--- config.mk ---
export PLATFORM = sky130hd
export DESIGN_NAME = ffsk_tone_modulator_core
export DESIGN_NICKNAME = d
export VERILOG_FILES = /design/src/sv/ffsk_pkg.sv /design/src/sv/ffsk_mul.sv /design/src/sv/ffsk_sine_seq.sv /design/src/sv/ffsk_tone_modulator_core.sv
export VERILOG_INCLUDE_DIRS = /design/src /design/src/sv
export SDC_FILE = /design/constraint.sdc
export NUM_CORES = 1
export LEC_CHECK = 0
export ABC_AREA = 0
export BUFFER_PORTS_ARGS = -buffer_cell sky130_fd_sc_hd__buf_4
export CORE_ASPECT_RATIO = 1.2
export CORE_MARGIN = 3
export CORE_UTILIZATION = 55
export CTS_CLUSTER_SIZE = 20
export DETAILED_ROUTE_END_ITERATION = 10
export MAX_ROUTING_LAYER = met4
export PLACE_DENSITY = 0.77
export SLEW_MARGIN = 0
export SYNTH_ARGS = -nofsm -noshare
export SYNTH_HDL_FRONTEND = slang
export SYNTH_SLANG_ARGS = --single-unit
--- constraint.sdc ---
create_clock -name clk -period 12.9 [get_ports clk]
set_clock_uncertainty 0.15 [all_clocks]
set_input_delay 1.935 -clock clk [delete_from_list [all_inputs] [get_ports clk]]
set_output_delay 1.935 -clock clk [all_outputs]
set_load 0.1 [all_outputs]
--- src/sv/assert_macros.svh ---
// Assertion macros used by the modulator RTL.
`ifndef ASSERT_MACROS_SVH
`define ASSERT_MACROS_SVH
`ifndef SYNTHESIS
`define CHK_ALWAYS(lbl, clk, rst, expr) \
  lbl: assert property (@(posedge clk) disable iff (rst) (expr)) \
    else $error("check failed");
`define CHK_SAME(lbl, clk, rst, ante, cons) \
  lbl: assert property (@(posedge clk) disable iff (rst) (ante) |-> (cons)) \
    else $error("check failed");
`define CHK_NEXT(lbl, clk, rst, ante, cons) \
  lbl: assert property (@(posedge clk) disable iff (rst) (ante) |=> (cons)) \
    else $error("check failed");
`else
`define CHK_ALWAYS(lbl, clk, rst, expr)
`define CHK_SAME(lbl, clk, rst, ante, cons)
`define CHK_NEXT(lbl, clk, rst, ante, cons)
`endif
`endif

--- src/sv/ffsk_pkg.sv ---
// Constants and types of the FFSK tone modulator.
`default_nettype none
package ffsk_pkg;
  localparam int TABLE_ADDR_BITS = 16;
  localparam int MAX_SAMPLES = 64;
  localparam int CNT_W = $clog2(MAX_SAMPLES);

  localparam int STEP_W = 29;
  localparam int AMP_W = 15;
  localparam int CFG_ADDR_W = 2;
  localparam int CFG_DATA_W = 29;

  localparam logic [CFG_ADDR_W-1:0] REG_PHASE_STEP = 2'd0;
  localparam logic [CFG_ADDR_W-1:0] REG_AMPLITUDE = 2'd1;

  localparam logic [STEP_W-1:0] STEP_RESET = 29'd107374182;
  localparam logic [AMP_W-1:0] AMP_RESET = 15'd16384;

  localparam logic [15:0] SIN_A = 16'd51472;
  localparam logic [15:0] SIN_B = 16'd21167;
  localparam logic [15:0] SIN_C = 16'd2463;
  localparam logic [14:0] MAG_MAX = 15'd32767;
  localparam logic [31:0] ROUND_HALF = 32'd16384;

  typedef struct packed {
    logic        start;
    logic [15:0] z;
  } seq_req_t;

  typedef struct packed {
    logic        done;
    logic [14:0] mag;
  } seq_stat_t;
endpackage
`default_nettype wire

--- src/sv/ffsk_mul.sv ---
// Shared 16x16 unsigned multiplier with registered product.
`default_nettype none
module ffsk_mul (
  input  wire logic        clk,
  input  wire logic        en,
  input  wire logic [15:0] a,
  input  wire logic [15:0] b,
  output logic      [31:0] prod
);
  always_ff @(posedge clk) begin
    if (en) begin
      prod <= a * b;
    end
  end
endmodule
`default_nettype wire

--- src/sv/ffsk_sine_seq.sv ---
// Sequencer that evaluates the scaled quarter-wave sine on the shared multiplier.
`default_nettype none
module ffsk_sine_seq (
  input  wire logic                 clk,
  input  wire logic                 rst,
  input  wire ffsk_pkg::seq_req_t   req,
  input  wire logic [ffsk_pkg::AMP_W-1:0] amplitude,
  output ffsk_pkg::seq_stat_t       stat
);
  import ffsk_pkg::*;

  localparam logic [2:0] SQ_IDLE = 3'd0;
  localparam logic [2:0] SQ_ZZ   = 3'd1;
  localparam logic [2:0] SQ_CZ   = 3'd2;
  localparam logic [2:0] SQ_PZ2  = 3'd3;
  localparam logic [2:0] SQ_PZ   = 3'd4;
  localparam logic [2:0] SQ_AMP  = 3'd5;
  localparam logic [2:0] SQ_DONE = 3'd6;

  logic [2:0]  state;
  logic [2:0]  state_next;
  logic [15:0] z;
  logic [15:0] z2;
  logic        done;
  logic [14:0] mag;
  logic        mul_en;
  logic [15:0] op_a;
  logic [15:0] op_b;
  logic [31:0] prod;
  logic [15:0] prod_q15;
  logic [16:0] m_wide;
  logic [14:0] m_sat;
  logic [31:0] rounded;

  ffsk_mul u_mul (
    .clk  (clk),
    .en   (mul_en),
    .a    (op_a),
    .b    (op_b),
    .prod (prod)
  );

  assign prod_q15 = prod[30:15];
  assign m_wide = prod[31:15];
  assign m_sat = (m_wide > {2'b00, MAG_MAX}) ? MAG_MAX : m_wide[14:0];
  assign rounded = prod + ROUND_HALF;

  always_comb begin
    mul_en = 1'b1;
    op_a = '0;
    op_b = '0;
    state_next = state;
    unique case (state)
      SQ_IDLE: begin
        mul_en = 1'b0;
        if (req.start) begin
          state_next = SQ_ZZ;
        end
      end
      SQ_ZZ: begin
        op_a = z;
        op_b = z;
        state_next = SQ_CZ;
      end
      SQ_CZ: begin
        op_a = SIN_C;
        op_b = prod_q15;
        state_next = SQ_PZ2;
      end
      SQ_PZ2: begin
        op_a = SIN_B - prod_q15;
        op_b = z2;
        state_next = SQ_PZ;
      end
      SQ_PZ: begin
        op_a = SIN_A - prod_q15;
        op_b = z;
        state_next = SQ_AMP;
      end
      SQ_AMP: begin
        op_a = {1'b0, m_sat};
        op_b = {1'b0, amplitude};
        state_next = SQ_DONE;
      end
      SQ_DONE: begin
        mul_en = 1'b0;
        state_next = SQ_IDLE;
      end
      default: begin
        mul_en = 1'b0;
        state_next = SQ_IDLE;
      end
    endcase
  end

  always_ff @(posedge clk) begin
    if (rst) begin
      state <= SQ_IDLE;
      done <= 1'b0;
    end else begin
      state <= state_next;
      done <= (state == SQ_DONE);
    end
  end

  always_ff @(posedge clk) begin
    if (state == SQ_IDLE && req.start) begin
      z <= req.z;
    end
    if (state == SQ_CZ) begin
      z2 <= prod_q15;
    end
    if (state == SQ_DONE) begin
      mag <= rounded[29:15];
    end
  end

  assign stat.done = done;
  assign stat.mag = mag;
endmodule
`default_nettype wire

--- src/sv/ffsk_tone_modulator_core.sv ---
// Top level of the FFSK tone modulator: phase accumulator, bit control and handshakes.
//
//   channel | signals                          | direction
//   input   | in_valid, in_ready, tone_bit     | in
//   output  | out_valid, out_ready, sample_value, last_sample | out
//   config  | cfg_we, cfg_addr, cfg_data       | in
//
// Each sample runs through these steps in order: the phase is decoded, five products
// run on the shared multiplier, the magnitude is rounded and handed back, and the
// sample is held until its transfer. A bit has n samples; n is set by phase_step,
// at most 64.
// Synchronous reset clears phase, polarity and registers to their defaults.
// in_ready is high only while no bit is in progress.
`default_nettype none
`include "assert_macros.svh"
module ffsk_tone_modulator_core (
  input  wire logic                              clk,
  input  wire logic                              rst,
  input  wire logic                              in_valid,
  output logic                                   in_ready,
  input  wire logic                              tone_bit,
  output logic                                   out_valid,
  input  wire logic                              out_ready,
  output logic signed [15:0]                     sample_value,
  output logic                                   last_sample,
  input  wire logic                              cfg_we,
  input  wire logic [ffsk_pkg::CFG_ADDR_W-1:0]   cfg_addr,
  input  wire logic [ffsk_pkg::CFG_DATA_W-1:0]   cfg_data
);
  import ffsk_pkg::*;

  localparam logic [1:0] ST_IDLE  = 2'd0;
  localparam logic [1:0] ST_START = 2'd1;
  localparam logic [1:0] ST_CALC  = 2'd2;
  localparam logic [1:0] ST_OUT   = 2'd3;

  logic [1:0]        state;
  logic [STEP_W-1:0] phase_step;
  logic [AMP_W-1:0]  amplitude;
  logic [31:0]       phase;
  logic              polarity;
  logic              bit_val;
  logic              neg;
  logic [CNT_W-1:0]  cnt;

  logic [15:0]       t;
  logic [16:0]       u;
  logic [15:0]       z;
  logic [32:0]       phase_sum;
  logic              is_last;
  logic [15:0]       mag_ext;
  seq_req_t          req;
  seq_stat_t         stat;

  ffsk_sine_seq u_seq (
    .clk       (clk),
    .rst       (rst),
    .req       (req),
    .amplitude (amplitude),
    .stat      (stat)
  );

  assign t = 16'(phase[31 -: TABLE_ADDR_BITS]) << (16 - TABLE_ADDR_BITS);
  assign u = bit_val ? {t, 1'b0} : ({1'b0, t} + {t, 1'b0});
  assign z = u[15] ? (16'h8000 - {1'b0, u[14:0]}) : {1'b0, u[14:0]};

  assign req.start = (state == ST_START);
  assign req.z = z;

  assign phase_sum = {1'b0, phase} + {4'd0, phase_step};
  assign is_last = phase_sum[32] || (cnt == CNT_W'(MAX_SAMPLES - 1));

  assign in_ready = (state == ST_IDLE);
  assign out_valid = (state == ST_OUT);
  assign mag_ext = {1'b0, stat.mag};
  assign sample_value = neg ? -mag_ext : mag_ext;
  assign last_sample = is_last;

  always_ff @(posedge clk) begin
    if (rst) begin
      phase_step <= STEP_RESET;
      amplitude <= AMP_RESET;
    end else if (cfg_we) begin
      if (cfg_addr == REG_PHASE_STEP) begin
        phase_step <= cfg_data[STEP_W-1:0];
      end else if (cfg_addr == REG_AMPLITUDE) begin
        amplitude <= cfg_data[AMP_W-1:0];
      end
    end
  end

  always_ff @(posedge clk) begin
    if (rst) begin
      state <= ST_IDLE;
      phase <= '0;
      polarity <= 1'b0;
      cnt <= '0;
    end else begin
      unique case (state)
        ST_IDLE: begin
          if (in_valid) begin
            cnt <= '0;
            state <= ST_START;
          end
        end
        ST_START: begin
          state <= ST_CALC;
        end
        ST_CALC: begin
          if (stat.done) begin
            state <= ST_OUT;
          end
        end
        ST_OUT: begin
          if (out_ready) begin
            phase <= phase_sum[31:0];
            if (is_last) begin
              if (!bit_val) begin
                polarity <= ~polarity;
              end
              state <= ST_IDLE;
            end else begin
              cnt <= cnt + 1'b1;
              state <= ST_START;
            end
          end
        end
        default: begin
          state <= ST_IDLE;
        end
      endcase
    end
  end

  always_ff @(posedge clk) begin
    if (state == ST_IDLE && in_valid) begin
      bit_val <= tone_bit;
    end
    if (state == ST_START) begin
      neg <= u[16] ^ polarity;
    end
  end

  `CHK_ALWAYS(a_no_overlap, clk, rst, !(in_ready && out_valid))
  `CHK_SAME(a_cap_last, clk, rst, out_valid && (cnt == CNT_W'(MAX_SAMPLES - 1)), last_sample)
  `CHK_NEXT(a_start_calc, clk, rst, state == ST_START, !stat.done && state == ST_CALC)
  `CHK_SAME(a_done_calc, clk, rst, stat.done, state == ST_CALC)
endmodule
`default_nettype wire

==> results of run 1 <==
==> cells in the mapped netlist (7+ instances only) <==
cell / instances / area share [%]
nand2_1: 317 / 6.6
nor4_1: 10 / 0.35
a31oi_1: 10 / 0.35
nor3_1: 28 / 0.77
o22a_1: 10 / 0.48
dfxtp_1: 89 / 9.8
o22ai_1: 19 / 0.66
and2_1: 21 / 0.73
clkbuf_1: 66 / 1.4
nand2b_1: 19 / 0.66
nor2b_1: 15 / 0.52
nand4_1: 10 / 0.35
o21a_1: 12 / 0.50
a211oi_1: 23 / 0.95
o31ai_1: 8 / 0.33
or3_1: 8 / 0.28
inv_1: 265 / 5.5
o21ai_0: 60 / 1.7
a21o_1: 25 / 1.0
edfxtp_1: 67 / 11
buf_1: 7 / 0.15
nor2_1: 210 / 4.4
nand3_1: 38 / 1.0
ha_1: 158 / 11
o21bai_1: 9 / 0.37
and3_1: 12 / 0.41
xor2_1: 34 / 1.6
mux2i_1: 40 / 2.2
o211ai_1: 11 / 0.46
a21oi_1: 148 / 4.1
fa_1: 195 / 22
xnor2_1: 71 / 3.4
or2_2: 7 / 0.24
buf_2: 13 / 0.36
==> through the flow <==
| step | setup WS [ns] | instance area, um2 |
|---|---|---|
| global route | 3.13 | 19400 |
| floorplan | 4.98 | 18100 |
| global placement | 3.70 | 18900 |
| detailed placement | 3.34 | 18900 |
| CTS | 3.31 | 19400 |
| finish | 3.66 | 19400 |
==> area by class of cell <==
class,count,area (um2)
Multi-Input combinational cell,1614,13000
Sequential cell,156,3800
Clock inverter,15,143
Fill cell,2772,12900
Timing Repair Buffer,79,591
Tap cell,407,509
Inverter,266,998
Clock buffer,17,425
==> cells by family (layout without fill, tap and decap cells) <==
| family | count (synthesis) | after routing | synth area share (%) |
|---|---|---|---|
| buffers and inverters | 358 | 377 | 7.64 |
| adders and majority gates | 353 | 353 | 32.5 |
| DFF | 156 | 156 | 20.9 |
| and+or+nand+nor | 730 | 730 | 18.0 |
| AOI/OAI and AO/OA | 383 | 383 | 13.5 |
| xor gates and xnor gates | 106 | 106 | 5.17 |
| muxes | 42 | 42 | 2.33 |
==> layer usage <==
metal,routed length (um),vias up,track usage [%]
met2,25200,600,51.4
met5,0,-,-
met3,2930,194,4.05
met1,18800,7384,34.2
li1,-,7064,-
met4,2840,0,14.3
==> flip-flops by register name, summed over array words and instances, names as in the netlist <==
| name | cells |
|---|---|
| polarity | 1 |
| u_seq.z | 16 |
| phase_step | 29 |
| u_seq.z2 | 16 |
| bit_val | 1 |
| u_seq.done | 1 |
| cnt | 6 |
| u_seq.state | 3 |
| neg | 1 |
| u_seq.mag | 15 |
| phase | 32 |
| u_seq.u_mul.prod | 18 |
| state | 2 |
| amplitude | 15 |
==> critical path: stages, from the launching register on <==
cell and delay (ns):
dfxtp_1 0.91, buf_4 0.41, nand2b_1 0.55, nor2_2 0.18, a221oi_1 0.64, buf_2 0.33
nor2_1 0.09, fa_1 0.54, inv_1 0.05, fa_1 0.49, fa_1 0.51, inv_1 0.05
fa_1 0.47, fa_1 0.55, inv_1 0.06, fa_1 0.52, inv_1 0.04, ha_1 0.32
a21oi_1 0.19, nand2_1 0.08, a221oi_1 0.38, o21ai_0 0.14, o211ai_1 0.46, o21ai_4 0.14
o21ai_2 0.29, o211ai_2 0.15, a21oi_1 0.21, xnor2_1 0.08
==> cells in the final DEF, fill, tap and decap left out, drive strengths merged, types with 21 or more instances in the layout <==
cell and count:
nand2 317, inv 278, nor2 212, fa 195, ha 158, a21oi 149
dfxtp 89, buf 79, xnor2 71, edfxtp 67, o21ai 65, mux2i 40
nand3 38, xor2 35, nor3 30, a21o 26, a211oi 24, and2 21
==> worst paths after layout <==
check / startpoint / to / slack (ns) / cells after the start
setup reg to reg: u_seq.state[1] / u_seq.u_mul.prod[31] / 3.66 / 27
hold / removal: phase[4] / phase[4] / 0.31 / 2
hold reg to reg: phase[4] / phase[4] / 0.31 / 2
setup / recovery: u_seq.state[1] / u_seq.u_mul.prod[31] / 3.66 / 27
==> power by group <==
| group | switching, mW | internal [mW] |
|---|---|---|
| Combinational | 1.30 | 0.618 |
| Clock | 0.238 | 0.258 |
| Sequential | 0.140 | 0.643 |
| Total | 1.68 | 1.52 |
==> out/qor.txt, run 1 <==
Average wire per cell in the routed design - 19.5 um
Sink Count - 156
Unrepaired setup endpoints after global routing - false
Post-Synthesis Net Count - 2518
Vert. Die Dim - 205 um
Total gr overflow - 0
Synth Cell Area - 0.0181 mm2
Drt initial violations - 1241
Port Buf Inserts - 55
Worst slew margin relative to its limit - 12.7%
Total number of placement rows - 72
Core Util, Final - 60.1%
Total wire length - 49.7 mm
Number of synthesis warnings - 0
Static leakage - 8.91 nW
Max rail drop VDD - 0.145 mV
Syn_area_per_cell - 8.51 um2
Dpl cells - 2521
Clock-pin slew on the worst setup and hold paths - 0.07 ns
Critical path arrival - 9.27 ns
Fin nets - 2524
Final Max Tran Viols - 0
Die outline area - 0.0352 mm2
Sequential cell area fraction in the yosys report - 20.9%
Antenna cells - 0
Gates resized, CTS repair - 0
Clock tree from TritonCTS - yes
Initial antenna violation count - 0
Min-Delay Path Class - reg -> reg
Core region area - 0.0323 mm2
Global-route wire length before repair - 80.8 mm
Ratio of cells with drive above 1 in the final layout - 7.03%
DRC viols - 0
Final cell count without fillers - 2554
Latest clock arrival within the worst-skew pair - 0.44 ns
Final worst path period share - 71.7%
Power density over cell area - 164 mW/mm2
Run status - finished, final reports clean
Critical Path Sink Type - register
Initial cell density of the core - 56.0%
Setup Fix Bufs, Post-CTS - 0
Kind of critical path - reg -> reg
Fraction of registers with async set/reset - 0%
Gr usage total - 29.8%
Aggregate negative setup slack - 0 ns
Root buffer cell - clkbuf_16
Max clock buf depth - 2
Number of unique standard cell types used by synthesis - 87
Final Hold Vio Count - 0
Final RePlAce weighted congestion - 0.982
Via count of the first global-routing pass - 15800
Final Critical Period - 9.24 ns
Overall via count from detail_route - 15200
Upper clock frequency limit - 108 MHz
Post-synthesis sequential element count - 156
HPWL reported at the end of detailed placement - 38.7 mm
Maximum fanout count along the critical path - 27
DR vias/cell - 5.97
Maximum number of pins on one net before global-route repair - 75
Required time of the worst setup path - 12.93 ns
Number of primary I/O pins - 56
Crit start category - register
Syn Inst Count - 2128
Antenna viol nets, final - 0
Count of maximum capacitance violations - 0
Measured slew at the worst slew-check pin - 1.31 ns
Die X-Extent - 172 um
Setup Viol. Count Final - 0
Commonest register cell after synthesis - dfxtp_1
Power, Total - 3.20 mW
Number of enable-type register cells in the synthesized netlist - 67
Clock buffers created by TritonCTS - 17
Fin Hold WS - 0.308 ns
H-tree depth - 4
Hold-fix buffers at CTS - 0
Number of optimization iterations in the first detailed-route pass - 5
Area Overhead vs Synth - 7.33%
No activity file was read; power rests on OpenSTA's default activity.
==> run 2: changes to the inputs <==
--- a/config.mk
+++ b/config.mk
@@ -14,7 +14,7 @@
 export CTS_CLUSTER_SIZE = 20
 export DETAILED_ROUTE_END_ITERATION = 10
 export MAX_ROUTING_LAYER = met4
-export PLACE_DENSITY = 0.77
+export PLACE_DENSITY = 0.8
 export SLEW_MARGIN = 0
 export SYNTH_ARGS = -nofsm -noshare
 export SYNTH_HDL_FRONTEND = slang
==> constraint.sdc (replaced) <==
create_clock -name clk -period 8 [get_ports clk]
set_clock_uncertainty 0.15 [all_clocks]
set_input_delay 1.2 -clock clk [delete_from_list [all_inputs] [get_ports clk]]
set_output_delay 1.2 -clock clk [all_outputs]
set_load 0.1 [all_outputs]
==> run 2 against run 1 <==
- die area stayed put
- first-iteration DRC count fell by 3.1%
- final area is 5.2% higher
- cell count grew 4.0%
- critical path depth up 4
- register-to-register slack got worse by 3.6 ns
- flip-flop and latch count stayed put
- sequential share of layout area fell by 0.97 points
- core utilization is 3.1 points higher
- critical path type unchanged
- critical endpoint is now u_seq.u_mul.prod[25]
==> out/qor.txt, run 2 (synthesis gave the netlist of run 1 again) <==
Run status - finished, final reports clean
Critical path arrival - 7.98 ns
Ratio of cells with drive above 1 in the final layout - 12.5%
Latest clock arrival within the worst-skew pair - 0.43 ns
Initial antenna violation count - 0
Dpl cells - 2610
Core Util, Final - 63.3%
Die X-Extent - 172 um
Gr usage total - 31.0%
Root buffer cell - clkbuf_16
Die outline area - 0.0352 mm2
H-tree depth - 4
Flip-flop count of the largest register after layout - 32
Vert. Die Dim - 205 um
Grt met1 use - 35.4%
Global-route wire length before repair - 83.3 mm
Total number of placement rows - 72
Number of primary I/O pins - 56
Drt initial violations - 1202
Clock buffers created by TritonCTS - 17
Min-Delay Path Class - reg -> reg
Final Critical Period - 7.96 ns
Area Overhead vs Synth - 12.9%
Number of buffer and inverter stages on the critical path - 7
Most common cell after layout, fill and taps aside - nand2_1
Power density over cell area - 273 mW/mm2
Maximum fanout count along the critical path - 6
Count of maximum capacitance violations - 0
DR vias/cell - 5.95
Overall via count from detail_route - 15800
Sink Count - 156
Slowest cell delay on critical path - 0.54 ns
Upper clock frequency limit - 126 MHz
Routing usage on met3 - 3.36%
HPWL reported at the end of detailed placement - 40.5 mm
Register ranked first by flip-flop count - phase
Met2 routing resource usage after global routing - 53.3%
Worst slew margin relative to its limit - 15.5%
Clock-pin slew on the worst setup and hold paths - 0.07 ns
DRC viols - 0
Hold-fix buffers at CTS - 0
Cell with the largest stage delay on the worst path - fa_1
Core region area - 0.0323 mm2
Critical Path Most Common Cell - fa_1
Static leakage - 9.46 nW
Fin nets - 2626
Total wire length - 51.8 mm
Total gr overflow - 0
Clock tree from TritonCTS - yes
Critical Path Sink Type - register
Initial cell density of the core - 56.0%
Antenna viol nets, final - 0
Final worst path period share - 99.5%
Crit start category - register
Final cell count without fillers - 2657
Power, Total - 5.59 mW
Most used routing layer in global routing - met2
Final RePlAce weighted congestion - 1.03
Average wire per cell in the routed design - 19.5 um
Final Hold Vio Count - 0
Setup Viol. Count Final - 0
Final Max Tran Viols - 0
Largest delay contributor family on the critical path - adder cells
Port Buf Inserts - 55
Largest registers in the final layout - phase x32, phase_step x29, u_seq.u_mul.prod x18
Max clock buf depth - 2
Measured slew at the worst slew-check pin - 1.27 ns
Number of optimization iterations in the first detailed-route pass - 6
Max rail drop VDD - 0.247 mV
Register-to-Register Setup Slack - 0.04 ns
Aggregate negative setup slack - 0 ns
Required time of the worst setup path - 8.02 ns
Maximum number of pins on one net before global-route repair - 75
Most used cells in the layout excluding fill and tap cells - nand2_1, inv_1, nor2_1
Via count of the first global-routing pass - 16300
Unrepaired setup endpoints after global routing - true
Fin Hold WS - 0.309 ns
Kind of critical path - reg -> reg
==> run 2: cell types whose count changed in the layout (fill, tap and decap cells not counted), sizes merged <==
cell | before | now
buf | 79 | 181
clkinvlp | 0 | 3
clkinv | 3 | 6
inv | 278 | 270
diode | 0 | 1
bufinv | 0 | 2
==> run 2: cell type report <==
class / instances / area (um2)
clock inverter: 15 / 163
fill: 2662 / 11900
sequential: 156 / 3800
tap: 407 / 509
antenna: 1 / 2.50
inverter: 266 / 998
timing repair buffer: 181 / 1420
clock buffer: 17 / 425
multi-input combinational: 1614 / 13100
==> run 2: where the power goes <==
part	total [mW]	leakage [nW]	internal [mW]	switching [mW]
combinational	3.59	7.83	1.29	2.31
sequential	1.18	1.35	1.04	0.138
clock	0.819	0.278	0.464	0.355
==> run 2: per-layer routing <==
metal,vias up,part of all wire (%),routed length (um)
met5,-,0,0
met4,0,6.1,3180
met3,196,5.2,2690
met2,625,51,26300
met1,7706,38,19700
li1,7279,-,-
==> run 2: path summary, 6_finish.rpt <==
check	start	end	cells past startpoint
min reg2reg	phase[13]	phase[13]	2
max reg2reg	u_seq.u_mul.prod[17]	u_seq.u_mul.prod[25]	31
min	phase[13]	phase[13]	2
max	u_seq.u_mul.prod[17]	u_seq.u_mul.prod[25]	31
==> run 2: timing repair <==
action	in CTS	in global routing
gates resized for setup	7	41
pin swaps	10	18
setup endpoints to repair	10	16
setup buffers	2	13
==> run 2: worst register-to-register path: cells and delay by family (launching register included) <==
family	cells	cell delay [ns]
AO/OA/AOI/OAI	9	1.96
XOR/XNOR	1	0.14
adder cells (fa/ha/maj)	7	3.36
buffers and inverters	7	0.70
flip-flops	1	0.40
AND/OR/NAND/NOR	7	0.96
==> run 2: metrics by stage <==
stage | setup WS, ns | cell area [um2]
after floorplan | 0.0758 | 18100
after global placement | -0.115 | 19600
after detailed placement | -0.0813 | 19600
after CTS | 0.00728 | 20200
after global routing | -0.381 | 20500
final | 0.0380 | 20500
